[src/hdl/sliding_window_median_core_assert.svh]
// assertion macros for the sliding window median core
`ifndef SLIDING_WINDOW_MEDIAN_CORE_ASSERT_SVH
`define SLIDING_WINDOW_MEDIAN_CORE_ASSERT_SVH

`ifndef SYNTHESIS

`define SWM_ASSERT_IMP(lbl, ante, cons, msg) \
  lbl: assert property (@(posedge clk) disable iff (rst) (ante) |-> (cons)) else $error(msg);

`define SWM_ASSERT_NXT(lbl, ante, cons, msg) \
  lbl: assert property (@(posedge clk) disable iff (rst) (ante) |=> (cons)) else $error(msg);

`else

`define SWM_ASSERT_IMP(lbl, ante, cons, msg)

`define SWM_ASSERT_NXT(lbl, ante, cons, msg)

`endif

`endif

[src/hdl/swm_pkg.sv]
// shared types and constants of the sliding window median filter
package swm_pkg;

  localparam int DATA_W         = 32;
  localparam int CFG_W          = 7;
  localparam int MAX_WINDOW_DEF = 64;

  localparam logic [CFG_W-1:0] WINDOW_RESET = 7'd3;

  // register index codes
  localparam logic REG_WINDOW_SIZE = 1'b0;

  // status one cell shows its neighbors
  typedef struct packed {
    logic valid;  // entry holds a sample
    logic gt;     // entry sorts after the incoming sample (or is empty)
    logic old;    // entry leaves the window on this beat
  } swm_stat_t;

endpackage

[src/hdl/swm_cell.sv]
// one cell of the sorted window: holds a sample and its age
module swm_cell #(
  parameter int AGE_W = 6
) (
  input  logic                           clk,
  input  logic                           rst,
  input  logic                           clear,
  input  logic                           load,
  input  logic                           full,
  input  logic [AGE_W-1:0]               oldest_age,
  input  logic signed [swm_pkg::DATA_W-1:0] sample,
  input  logic signed [swm_pkg::DATA_W-1:0] lo_value,
  input  logic [AGE_W-1:0]               lo_age,
  input  swm_pkg::swm_stat_t             lo_stat,
  input  logic                           lo_del,
  input  logic signed [swm_pkg::DATA_W-1:0] hi_value,
  input  logic [AGE_W-1:0]               hi_age,
  input  swm_pkg::swm_stat_t             hi_stat,
  input  logic                           self_del,
  output logic signed [swm_pkg::DATA_W-1:0] value,
  output logic [AGE_W-1:0]               age,
  output swm_pkg::swm_stat_t             stat
);

  logic                              valid;
  logic signed [swm_pkg::DATA_W-1:0] value_next;
  logic [AGE_W-1:0]                  age_next;
  logic                              valid_next;

  // contents after the leaving entry is squeezed out, at this place and one below
  logic signed [swm_pkg::DATA_W-1:0] c_self_value, c_lo_value;
  logic [AGE_W-1:0]                  c_self_age, c_lo_age;
  logic                              c_self_valid, c_lo_valid;
  logic                              c_self_gt, c_lo_gt;

  assign stat.valid = valid;
  assign stat.gt    = !valid || (value > sample);
  assign stat.old   = valid && full && (age == oldest_age);

  always_comb begin
    c_self_value = self_del ? hi_value       : value;
    c_self_age   = self_del ? hi_age         : age;
    c_self_valid = self_del ? hi_stat.valid  : valid;
    c_self_gt    = self_del ? hi_stat.gt     : stat.gt;
    c_lo_value   = lo_del   ? value          : lo_value;
    c_lo_age     = lo_del   ? age            : lo_age;
    c_lo_valid   = lo_del   ? valid          : lo_stat.valid;
    c_lo_gt      = lo_del   ? stat.gt        : lo_stat.gt;

    if (!c_self_gt) begin
      value_next = c_self_value;
      age_next   = c_self_age + AGE_W'(1);
      valid_next = c_self_valid;
    end else if (!c_lo_gt) begin
      // new sample lands here
      value_next = sample;
      age_next   = '0;
      valid_next = 1'b1;
    end else begin
      value_next = c_lo_value;
      age_next   = c_lo_age + AGE_W'(1);
      valid_next = c_lo_valid;
    end
  end

  always_ff @(posedge clk) begin
    if (rst || clear) begin
      valid <= 1'b0;
    end else if (load) begin
      valid <= valid_next;
    end
  end

  always_ff @(posedge clk) begin
    if (load) begin
      value <= value_next;
      age   <= age_next;
    end
  end

endmodule

[config.mk]
export PLATFORM = sky130hd
export DESIGN_NAME = swm_cell
export DESIGN_NICKNAME = d
export VERILOG_FILES = /design/src/hdl/sliding_window_median_core_assert.svh /design/src/hdl/swm_pkg.sv /design/src/hdl/swm_cell.sv
export SDC_FILE = /design/constraint.sdc
export NUM_CORES = 1
export LEC_CHECK = 0
export BUFFER_PORTS_ARGS = -buffer_cell sky130_fd_sc_hd__buf_2
export CAP_MARGIN = 30
export CORE_ASPECT_RATIO = 0.5
export CORE_MARGIN = 2
export CORE_UTILIZATION = 47
export CTS_CLUSTER_DIAMETER = 60
export DETAILED_ROUTE_END_ITERATION = 10
export GPL_ROUTABILITY_DRIVEN = 1
export PLACE_DENSITY = 0.82
export SLEW_MARGIN = 25
export SYNTH_ARGS = -nofsm -noshare
export SYNTH_HDL_FRONTEND = slang
export SYNTH_SLANG_ARGS = --single-unit
[constraint.sdc]
create_clock -name clk -period 5.65 [get_ports clk]
set_clock_uncertainty 0.05 [all_clocks]
set_input_delay 0.2825 -clock clk [delete_from_list [all_inputs] [get_ports clk]]
set_output_delay 0.2825 -clock clk [all_outputs]
set_load 0.01 [all_outputs]
Word-level counts from Yosys, hierarchy flattened
Cells that the tools add are included.

Bits in registers: 39. Bits of input ports: 127.

Equal/unequal tests: 2. $lt $le $gt $ge: 1. Add/subtract/negate cells: 2. Reduce and logical (&&, ||, !) cells: 7. Mux-type cells: 14.

Operator list (count): 32-bit 2-to-1 mux (4); 32-bit > comparator (1); 6-bit 2-to-1 mux (4); 6-bit by 1-bit adder with 6-bit output, second input constant (2); 6-bit equality test (1); 1-bit 2-to-1 mux (6); 3-bit != test, second input constant (1); 3-bit AND reduction (1); 1-bit logical AND (2); 1-bit logical OR (2); 2-bit nonzero test (1); 1-bit zero test (1).

Depth between registers and ports, before layout
Gate-level depths: netlist (run 1).

Depth in word-level cells: 5. Mapped depth: 12. Gate-level depth less buffers: 10.

Worst setup path after synthesis (run 1)
No wires, ideal clock.

Path kind: flip-flop to flip-flop. From: register value[31] (netlist name). To: register value[0] (netlist name) (enable). Required time: 5.158 ns. Slack: 1.238 ns. Library setup time: 0.442 ns. Period minus slack after synthesis: 4.412 ns. Stages on the path, launching flop included: 9. Data arrival time: 3.920 ns. Path buffers: 0. Cell sequence: edfxtp_1 > ha_1 > nand4_2 > nor2_1 > a221oi_2 > a21oi_2 > a31o_1 > o21ai_0 > mux2i_1.

RTL lines: from (decl) (line swm_cell.sv:20) `output logic signed [swm_pkg::DATA_W-1:0] value,`; from (signal assigned) (line swm_cell.sv:76) `value <= value_next;`.

Worst setup path after layout (run 1)
From: register value[7] (netlist name). To: register value[1] (netlist name) (data pin).

Word-level cells in the longest chain between the ends: 5.

Ends and longest elaborated chain: 32-bit > comparator * (line swm_cell.sv:37) `assign stat.gt = !valid || (value > sample);`; 1-bit logical OR * (line swm_cell.sv:37); 1-bit 2-to-1 mux (line swm_cell.sv:48) `c_lo_gt = lo_del ? stat.gt : lo_stat.gt;`; 32-bit 2-to-1 mux (line swm_cell.sv:54) `end else if (!c_lo_gt) begin`; 32-bit 2-to-1 mux * (line swm_cell.sv:50) `if (!c_self_gt) begin`; named net value_next (one bit) (line swm_cell.sv:26) `logic signed [swm_pkg::DATA_W-1:0] value_next;`.

Mark *: on every way through the listed nets, which the timed path passes. The rest lies on a longest branch. A chain may end at the register's enable or synchronous reset.

==> results of run 1 <==
path summary, 6_finish.rpt:
path	cells after the start	from	to
worst min register to register	2	valid	valid
worst min-delay path	2	rst	valid
worst max-delay path	9	value[7]	value[1]
worst max register to register	9	value[7]	value[1]
metal layers:
metal	part of all wire (%)	routed length (um)	vias to the layer above
li1	-	-	1509
met1	44	3770	1432
met2	49	4230	95
met3	5.7	493	9
met4	1.1	98	0
met5	0	0	-
power by group through the flow:
stage	logic, mW	registers [mW]	clock network [mW]
after floorplan	0.201	0.397	0
after detailed placement	0.317	0.386	0
after global routing	0.358	0.384	0.310
final	0.321	0.380	0.292
after CTS	0.319	0.380	0.297
after global placement	0.307	0.384	0
cells in the final DEF, fill, tap and decap left out, types with 2 or more instances in the layout:
master	n
nor4_1	2
xor2_1	4
nand2_1	16
nor2b_1	27
inv_1	37
xnor2_1	9
nand3b_1	3
nand3_1	10
edfxtp_1	38
nand4_1	4
a21oi_1	16
mux2i_1	5
o21ai_0	8
nand4_2	3
nor3_2	2
o21ai_1	2
ha_1	34
clkbuf_16	5
o22ai_1	4
mux2_2	6
nor2_1	4
and2b_1	7
a221o_1	32
buf_2	165
Yosys cell counts, types with 3 or more instances:
library cell and count:
mux2i_1 6, xor2_1 4, nand3b_1 3, o22ai_1 4, nor2_1 4, and2b_1 7
a221o_1 32, ha_1 34, nand4_2 3, nor2b_1 27, buf_6 8, o21ai_0 8
nand2_1 16, nand4_1 4, inv_1 37, nand3_1 10, xnor2_1 9, mux2_2 6
edfxtp_1 38, a21oi_1 16
cell type report:
type                            instances  area, um2  area share (%)
Clock inverter                          1       5.00           0.116
Clock buffer                            7        143            3.29
Timing Repair Buffer                  167        853            19.7
Inverter                               37        139            3.21
Sequential cell                        39       1160            26.8
Multi-Input combinational cell        223       1910            44.2
Tap cell                               92        115            2.66
sequential cells by signal (all words and copies together) (netlist names):
signal  flops
valid       1
age         6
value      32
through the flow:
stage                     hold slack [ns]  power [mW]  worst slack (ns)
after floorplan                     0.297       0.598              1.24
after global placement              0.419       0.691              2.10
after detailed placement            0.419       0.703              2.05
after CTS                           0.117       0.996              2.04
after global routing                0.121        1.05              1.83
final                               0.122       0.993              2.06
kinds of logic after synthesis:
logic type	share of synthesized area, %
AND/OR/NAND/NOR	16.1
multiplexers	3.83
XOR/XNOR	3.41
buffers and inverters	8.22
flip-flops	34.8
AO/OA/AOI/OAI	20.8
adder cells (fa/ha/maj)	12.8
==> results.json, run 1 <==
{
  "die_y_um": 63.6,
  "cts_buffers": 5,
  "final_antenna_net_count": 0,
  "drv_cap": 0,
  "hold_class": "input pin to flip-flop",
  "setup_viol": 0,
  "start_kind": "flip-flop",
  "endpoint_kind": "flip-flop",
  "drt-total-wl_um": 8590,
  "wl_per_cell_um": 15.2,
  "cts_max_level": 2,
  "critical_path_required_ns": 5.63,
  "power.density_mw_per_mm2": 229,
  "rsz0062_at_grt": "false",
  "synth_fp_nets": 474,
  "syn_to_final_growth_pct": 29.8,
  "slowest_stage": "o41a_2",
  "clock.fmax_mhz": 279,
  "viasPerCell": 5.38,
  "globalRouteTotalUtil_pct": 21.8,
  "clk_latency_ns": 0.29,
  "status": "completed",
  "p_switching_mw": 0.306,
  "max_stage_delay_ns": 0.77,
  "fillers": 588,
  "ys.flop_type": "edfxtp_1",
  "syn-instance-count": 313,
  "post-route-min-period_ns": 3.59,
  "finalNonFillerCells": 566,
  "synth.avg_cell_area_um2": 10.7,
  "first_iter_violations": 192,
  "critPathKind": "flip-flop to flip-flop",
  "die_x_um": 123,
  "grt.busiest_layer": "met2",
  "use_met3_pct": 4.53,
  "relSlewSlack_pct": 43.9,
  "crit_fanout": 36,
  "gr-usage-met2_pct": 37.9,
  "dpl.hpwl_um": 6670,
  "gr-usage-met1_pct": 27.6,
  "intPower_mw": 0.688,
  "synthArstFlopShare_pct": 0,
  "synthDistinctLibCells": 52,
  "synth_area_mm2": 0.00333,
  "drive_above_1_share_pct": 41.6,
  "grt_max_degree": 40,
  "synth.top_cell.area_share_pct": 34.2,
  "period_share_pct": 63.5,
  "crit_family": "compound AO/OA/AOI/OAI gates",
  "cp_num_buf_inv": 0,
  "critical_path_arrival_ns": 3.57,
  "coreArea_mm2": 0.00678,
  "finalNetCount": 634,
  "crit_chain": "ha_1 -> a21oi_1 -> o21ai_0 -> a221oi_1 -> o211ai_2 -> a211oi_4 -> o41a_2 -> nor2_8 -> a221o_1",
  "dr.pass1.iters": 5,
  "cts_tree": "built",
  "grt_overflow": 0,
  "power.leakage_nw": 2.09,
  "p_seq_share_pct": 38.3,
  "p_comb_share_pct": 32.3,
  "pwr-share-clk_pct": 29.4,
  "ys_ff_latch": 39,
  "tightestPinTransition_ns": 0.841,
  "start_util_pct": 49.2,
  "grt_pass1_wl_um": 13500,
  "grt_pass1_vias": 2960,
  "io_buffers": 165,
  "pin_count": 168,
  "ff2ff_setup_slack_ns": 2.06,
  "route.vias.total": 3045,
  "route.detailed.drc": 0,
  "finalHoldViolations": 0,
  "final_util_pct": 63.9,
  "antenna_found_initial": 0,
  "post_cts_buffers": 0,
  "yosys.area.top_type": "edfxtp_1",
  "cts_sinks": 39,
  "antenna_cells": 0,
  "final_area_mm2": 0.00433,
  "seq_area_frac_synth_pct": 34.8,
  "swShare_pct": 30.8,
  "cts.clk_slew.worst_paths_ns": 0.06,
  "num_rows": 21,
  "synth_edf_count": 38,
  "cts_resized": 0,
  "dieArea_mm2": 0.00783,
  "cts_hold_buf": 0,
  "slew_viol_final": 0,
  "synthTopCellsByArea": "edfxtp_1 34%, ha_1 13%, a221o_1 9.6%",
  "root_buffer": "clkbuf_16",
  "cts_buffer_depth": 2,
  "yosys_warnings": 0,
  "place_area_mm2": 0.00416,
  "placed_cells": 557,
  "ir_drop_mv": 0.142,
  "fin_tns_setup_ns": 0,
  "gp_congestion": 0.831
}
Note: power is estimated with default switching activity, not from simulation.
==> run 2, diff against run 1 <==
--- a/config.mk
+++ b/config.mk
@@ -5,11 +5,12 @@
 export SDC_FILE = /design/constraint.sdc
 export NUM_CORES = 1
 export LEC_CHECK = 0
+export ABC_AREA = 1
 export BUFFER_PORTS_ARGS = -buffer_cell sky130_fd_sc_hd__buf_2
 export CAP_MARGIN = 30
 export CORE_ASPECT_RATIO = 0.5
 export CORE_MARGIN = 2
-export CORE_UTILIZATION = 47
+export CORE_UTILIZATION = 48
 export CTS_CLUSTER_DIAMETER = 60
 export DETAILED_ROUTE_END_ITERATION = 10
 export GPL_ROUTABILITY_DRIVEN = 1
==> constraint.sdc (replaced) <==
create_clock -name clk -period 3.7 [get_ports clk]
set_clock_uncertainty 0.05 [all_clocks]
set_input_delay 0.185 -clock clk [delete_from_list [all_inputs] [get_ports clk]]
set_output_delay 0.185 -clock clk [all_outputs]
set_load 0.01 [all_outputs]
==> run 2 against run 1 <==
Net effect:
- synthesized area rose by 11%
- non-clock buffer count did not move
- maximum frequency up 17%
- core utilization decreased by 1.3 points
- critical path depth up 5
- sequential power increased by 48%
- synthesized cell count is 39% higher
- hold slack worse by 0.028 ns
- routed wire length increased by 6.0%
- cell count up 21%
- largest cell class unchanged
- register-to-register slack worse by 1.4 ns
==> results.json, run 2 <==
{
  "viasPerCell": 4.99,
  "grt_pass1_vias": 3222,
  "finalNetCount": 750,
  "synthArstFlopShare_pct": 0,
  "dpl_worst_slack_ns": 0.651,
  "pwr-share-clk_pct": 32.0,
  "drt-total-wl_um": 9100,
  "slew_viol_final": 0,
  "ir_drop_mv": 0.237,
  "swShare_pct": 30.2,
  "clock.fmax_mhz": 327,
  "finalHoldViolations": 0,
  "grt_pass1_wl_um": 14600,
  "synth_area_mm2": 0.00369,
  "final_util_pct": 62.5,
  "cts.clk_slew.worst_paths_ns": 0.06,
  "gr-usage-met2_pct": 39.2,
  "relSlewSlack_pct": 46.8,
  "start_kind": "flip-flop",
  "globalRouteTotalUtil_pct": 21.7,
  "critPathKind": "flip-flop to flip-flop",
  "ys.flop_type": "edfxtp_1",
  "p_seq_share_pct": 37.4,
  "antenna_found_initial": 0,
  "synth_edf_count": 38,
  "top_register": "value",
  "rsz0062_at_grt": "false",
  "regArea_mm2": 0.00116,
  "slowest_stage": "nand2_8",
  "drive_above_1_share_pct": 42.7,
  "crit_chain": "ha_1 -> nand2_1 -> nor2_2 -> nand2_2 -> nor3b_2 -> nand2_1 -> nand2_1 -> nand2_2 -> nand3_4 -> nand3_4 -> nand2_8 -> nor2_1 -> nand2_1 -> o21ai_1",
  "die_y_um": 66.0,
  "multiInputGateArea_mm2": 0.00211,
  "largest_register_ffs": 32,
  "intPower_mw": 1.05,
  "critical_path_arrival_ns": 3.02,
  "num_rows": 22,
  "dpl.hpwl_um": 6960,
  "p_switching_mw": 0.456,
  "root_buffer": "clkbuf_16",
  "dr.pass1.iters": 4,
  "antenna_cells": 0,
  "power.density_mw_per_mm2": 327,
  "clk_latency_ns": 0.28,
  "post_cts_buffers": 0,
  "cts_sinks": 39,
  "start_util_pct": 50.0,
  "gp_congestion": 0.800,
  "syn-instance-count": 434,
  "period_share_pct": 82.6,
  "final_antenna_net_count": 0,
  "io_buffers": 165,
  "synthDistinctLibCells": 38,
  "grt.busiest_layer": "met2",
  "cts_buffers": 5,
  "pin_count": 168,
  "crit_family": "simple AND/OR/NAND/NOR gates",
  "dieArea_mm2": 0.00844,
  "tightestPinTransition_ns": 0.797,
  "hold_class": "input pin to flip-flop",
  "cts_max_level": 2,
  "endpoint_kind": "flip-flop",
  "critical_path_required_ns": 3.67,
  "fin_tns_setup_ns": 0,
  "route.vias.total": 3424,
  "final_cell_mix": "165 x buf_2, 95 x nand2_1, 56 x o21ai_2",
  "grt_overflow": 0,
  "fin_ws_ns": 0.645,
  "yosysMostFrequentCell": "nand2_1",
  "seq_area_frac_synth_pct": 31.5,
  "cts_tree": "built",
  "route.detailed.drc": 0,
  "drv_cap": 0,
  "die_x_um": 128,
  "cts_buffer_depth": 2,
  "use_met3_pct": 3.64,
  "crit_fanout": 36,
  "wl_per_cell_um": 13.3,
  "ys_ff_latch": 39,
  "gr-usage-met1_pct": 28.2,
  "crit_top_cell": "nand2_1",
  "cts_hold_buf": 0,
  "p_comb_share_pct": 30.6,
  "grt_max_degree": 43,
  "synth_fp_nets": 595,
  "fillers": 675,
  "setup_viol": 0,
  "top_regs": "value: 32 flops, age: 6 flops, valid: 1 flops",
  "yosys.area.top_type": "edfxtp_1",
  "synth.avg_cell_area_um2": 8.50,
  "syn_to_final_growth_pct": 25.1,
  "post-route-min-period_ns": 3.05,
  "final_common_cell": "buf_2",
  "synth.top_cell.area_share_pct": 30.9,
  "max_stage_delay_ns": 0.49,
  "status": "completed",
  "synth_commonest_cells": "95 x nand2_1, 56 x o21ai_2, 55 x inv_1",
  "cp_num_buf_inv": 0,
  "first_iter_violations": 178,
  "yosys_warnings": 0,
  "synthTopCellsByArea": "edfxtp_1 31%, o21ai_2 13%, ha_1 12%",
  "power.leakage_nw": 2.28,
  "cts_resized": 0,
  "coreArea_mm2": 0.00738
}
-- run 2: cell types whose count changed in the layout (fill, tap and decap cells not counted), sizes merged, moves of 14 or more --
cell,previous run,this run
a221o,32,0
nor2,5,19
inv,37,57
nor2b,27,0
o21ai,10,77
nand2,16,100
a21oi,17,47
-- run 2: worst paths after layout --
| kind | from | slack (ns) | to | depth (start not counted) |
|---|---|---|---|---|
| max | value[31] | 0.65 | age[4] | 14 |
| max reg2reg | value[31] | 0.65 | age[4] | 14 |
| min reg2reg | valid | 0.61 | valid | 4 |
| min | rst | 0.09 | valid | 4 |
-- run 2: power by group through the flow --
stage | Clock [mW] | Combinational [mW] | Sequential [mW]
5_1_grt | 0.513 | 0.524 | 0.568
2_1_floorplan | 0 | 0.300 | 0.588
3_3_place_gp | 0 | 0.453 | 0.572
3_5_place_dp | 0 | 0.462 | 0.574
6_report | 0.483 | 0.462 | 0.564
4_1_cts | 0.494 | 0.464 | 0.564
-- run 2: worst register-to-register path, delay by kind of cell (launching register included) --
kind,cells,cell delay [ns]
AND/OR/NAND/NOR,12,1.94
flip-flops,1,0.39
adder cells (fa/ha/maj),1,0.35
AO/OA/AOI/OAI,1,0.06
-- run 2: cell families after synthesis --
kind of cell	Yosys count	synth area share, %
flops	39	31.5
simple gates	140	17.7
compound gates	133	24.9
xor+xnor	10	2.37
fa+ha+maj	34	11.5
mux	2	0.577
buf+inv	76	11.4
-- run 2: routing by layer --
| metal | vias to the layer above | routed length (um) |
|---|---|---|
| met5 | - | 0 |
| li1 | 1780 | - |
| met3 | 8 | 423 |
| met4 | 0 | 93 |
| met1 | 1554 | 4270 |
| met2 | 82 | 4320 |
-- run 2: area by class of cell --
cell class	instances	share of cell area (%)
multi-input combinational	319	45.6
timing repair buffer	167	18.2
tap	96	2.60
inverter	57	4.80
clock inverter	3	0.841
clock buffer	5	2.71
sequential	39	25.2
-- run 2: through the flow --
step | instance area [um2] | instances | hold slack, ns | total power, mW
after floorplan | 3690 | 434 | 0.247 | 0.888
after global placement | 4450 | 678 | 0.383 | 1.02
after detailed placement | 4450 | 678 | 0.383 | 1.04
after CTS | 4610 | 686 | 0.0909 | 1.52
after global routing | 4610 | 686 | 0.112 | 1.61
final | 4610 | 686 | 0.0937 | 1.51
==> run 3, diff against run 2 <==
--- a/config.mk
+++ b/config.mk
@@ -10,11 +10,11 @@
 export CAP_MARGIN = 30
 export CORE_ASPECT_RATIO = 0.5
 export CORE_MARGIN = 2
-export CORE_UTILIZATION = 48
+export CORE_UTILIZATION = 44
 export CTS_CLUSTER_DIAMETER = 60
 export DETAILED_ROUTE_END_ITERATION = 10
 export GPL_ROUTABILITY_DRIVEN = 1
-export PLACE_DENSITY = 0.82
+export PLACE_DENSITY = 0.79
 export SLEW_MARGIN = 25
 export SYNTH_ARGS = -nofsm -noshare
 export SYNTH_HDL_FRONTEND = slang
==> constraint.sdc (replaced) <==
create_clock -name clk -period 2.7 [get_ports clk]
set_clock_uncertainty 0.05 [all_clocks]
set_input_delay 0.135 -clock clk [delete_from_list [all_inputs] [get_ports clk]]
set_output_delay 0.135 -clock clk [all_outputs]
set_load 0.01 [all_outputs]
==> run 3 against run 2 <==
Net effect:
- clock-buffer cell count up 3
- routed wire length up 10%
- worst setup slack worse by 0.50 ns
- maximum frequency up 20%
- register-to-register slack worse by 0.50 ns
- highest routed layer unchanged
- combinational power up 44%
- clock power up 21%
- design area up 2.6%
- sequential share of layout area down 0.64 points
- sequential power up 37%
- critical endpoint is now value[15]
- flip-flop and latch count unchanged
==> results.json, run 3 (same netlist as run 2, synthesis figures left out) <==
{
  "post-route-min-period_ns": 2.55,
  "grt_overflow": 0,
  "post_cts_buffers": 0,
  "drv_cap": 0,
  "route.vias.total": 3551,
  "cts_resized": 0,
  "fin_ws_ns": 0.150,
  "die_y_um": 68.7,
  "cts_buffers": 5,
  "crit_fanout": 16,
  "min_to": "valid",
  "finalNonFillerCells": 709,
  "min_from": "rst",
  "pin_count": 168,
  "start_util_pct": 45.8,
  "cts_hold_buf": 0,
  "endpoint_kind": "flip-flop",
  "coreArea_mm2": 0.00806,
  "hold_depth": 4,
  "final_common_cell": "buf_2",
  "power.density_mw_per_mm2": 428,
  "gp_congestion": 0.836,
  "power.leakage_nw": 2.31,
  "critPathKind": "flip-flop to flip-flop",
  "ir_drop_mv": 0.227,
  "grt_max_degree": 36,
  "top_register": "value",
  "cts.clk_slew.worst_paths_ns": 0.06,
  "start_kind": "flip-flop",
  "first_iter_violations": 183,
  "clock.fmax_mhz": 392,
  "hold_class": "input pin to flip-flop",
  "critical_path_required_ns": 2.68,
  "io_buffers": 165,
  "status": "completed",
  "clk_latency_ns": 0.29,
  "antenna_found_initial": 0,
  "finalHoldViolations": 0,
  "grt_pass1_wl_um": 15700,
  "regToRegStartpoint": "value[23]",
  "largest_register_ffs": 32,
  "cts_buffer_depth": 2,
  "route.detailed.drc": 0,
  "die_x_um": 133,
  "antenna_cells": 0,
  "final_cell_mix": "165 x buf_2, 94 x nand2_1, 56 x o21ai_2",
  "tightestPinTransition_ns": 0.444,
  "critical_path_arrival_ns": 2.53,
  "syn_to_final_growth_pct": 28.3,
  "ff2ff_setup_slack_ns": 0.15,
  "slew_viol_final": 0,
  "r2r_end": "value[15]",
  "wl_per_cell_um": 14.2,
  "power_mw": 2.03,
  "cts_max_level": 2,
  "viasPerCell": 5.01,
  "drt-total-wl_um": 10000,
  "regArea_mm2": 0.00116,
  "top_regs": "value: 32 flops, age: 6 flops, valid: 1 flops",
  "placed_cells": 701,
  "root_buffer": "clkbuf_16",
  "cts_sinks": 39,
  "multiInputGateArea_mm2": 0.00214,
  "grt_pass1_vias": 3450,
  "dieArea_mm2": 0.00918,
  "dpl.hpwl_um": 7850,
  "cts_tree": "built",
  "dpl_worst_slack_ns": 0.139,
  "relSlewSlack_pct": 70.4,
  "holdWs_ns": 0.0336,
  "fillers": 765,
  "reg2reg_depth": 13,
  "dr.pass1.iters": 4,
  "setup_viol": 0,
  "rsz0062_at_grt": "false",
  "final_antenna_net_count": 0,
  "num_rows": 23,
  "globalRouteTotalUtil_pct": 21.7,
  "finalNetCount": 757,
  "period_share_pct": 94.5,
  "fin_tns_setup_ns": 0,
  "drive_above_1_share_pct": 44.4
}
[run 3: changes by cell type in the layout (fill, tap and decap cells not counted), sizes merged]
cell and delta:
clkinvlp +1, clkinv -2, bufinv -1, inv -1
clkbuf +3, buf +7
[run 3: power by group]
part           switching (mW)  internal (mW)  total, mW
sequential             0.0338          0.739      0.773
clock                   0.242          0.344      0.586
combinational           0.373          0.293      0.666
[run 3: final cells by class]
type | instances | share of cell area, %
Clock buffer | 8 | 2.88
Timing Repair Buffer | 174 | 19.6
Inverter | 57 | 4.86
Sequential cell | 39 | 24.5
Tap cell | 112 | 2.96
Multi-Input combinational cell | 319 | 45.2
[run 3: worst max path at each step]
stage	start	to	slack [ns]	depth (start not counted)
after floorplan	value[23]	value[0]	0.03	12
after global placement	value[15]	value[12]	0.21	13
after detailed placement	value[15]	value[12]	0.14	13
after CTS	value[15]	value[12]	0.13	13
after global routing	value[9]	value[31]	0.001	16
final	value[23]	value[15]	0.15	13
[run 3: metrics by stage]
step	utilization [%]	area, um2
floorplan	-	3710
global placement	56.7	4570
detailed placement	56.7	4570
CTS	58.4	4710
global route	58.7	4730
finish	58.7	4730
[run 3: worst max-delay path, cell delays in order (launching register included)]
cell,delay (ns)
edfxtp_1,0.41
ha_1,0.33
nand2_1,0.07
nor2_1,0.17
nand3_1,0.11
nor3b_2,0.16
nand2_1,0.09
nand3_1,0.12
nand3_4,0.13
nand3_4,0.11
nand2_8,0.13
buf_12,0.21
o21ai_2,0.14
o21ai_2,0.06
[run 3: routing by layer]
| layer | global-route usage, % | vias to the layer above | wire, um |
|---|---|---|---|
| met3 | 5.34 | 15 | 539 |
| li1 | - | 1797 | - |
| met2 | 39.1 | 98 | 5020 |
| met1 | 26.1 | 1641 | 4320 |
| met4 | 7.71 | 0 | 157 |
| met5 | 0 | - | 0 |
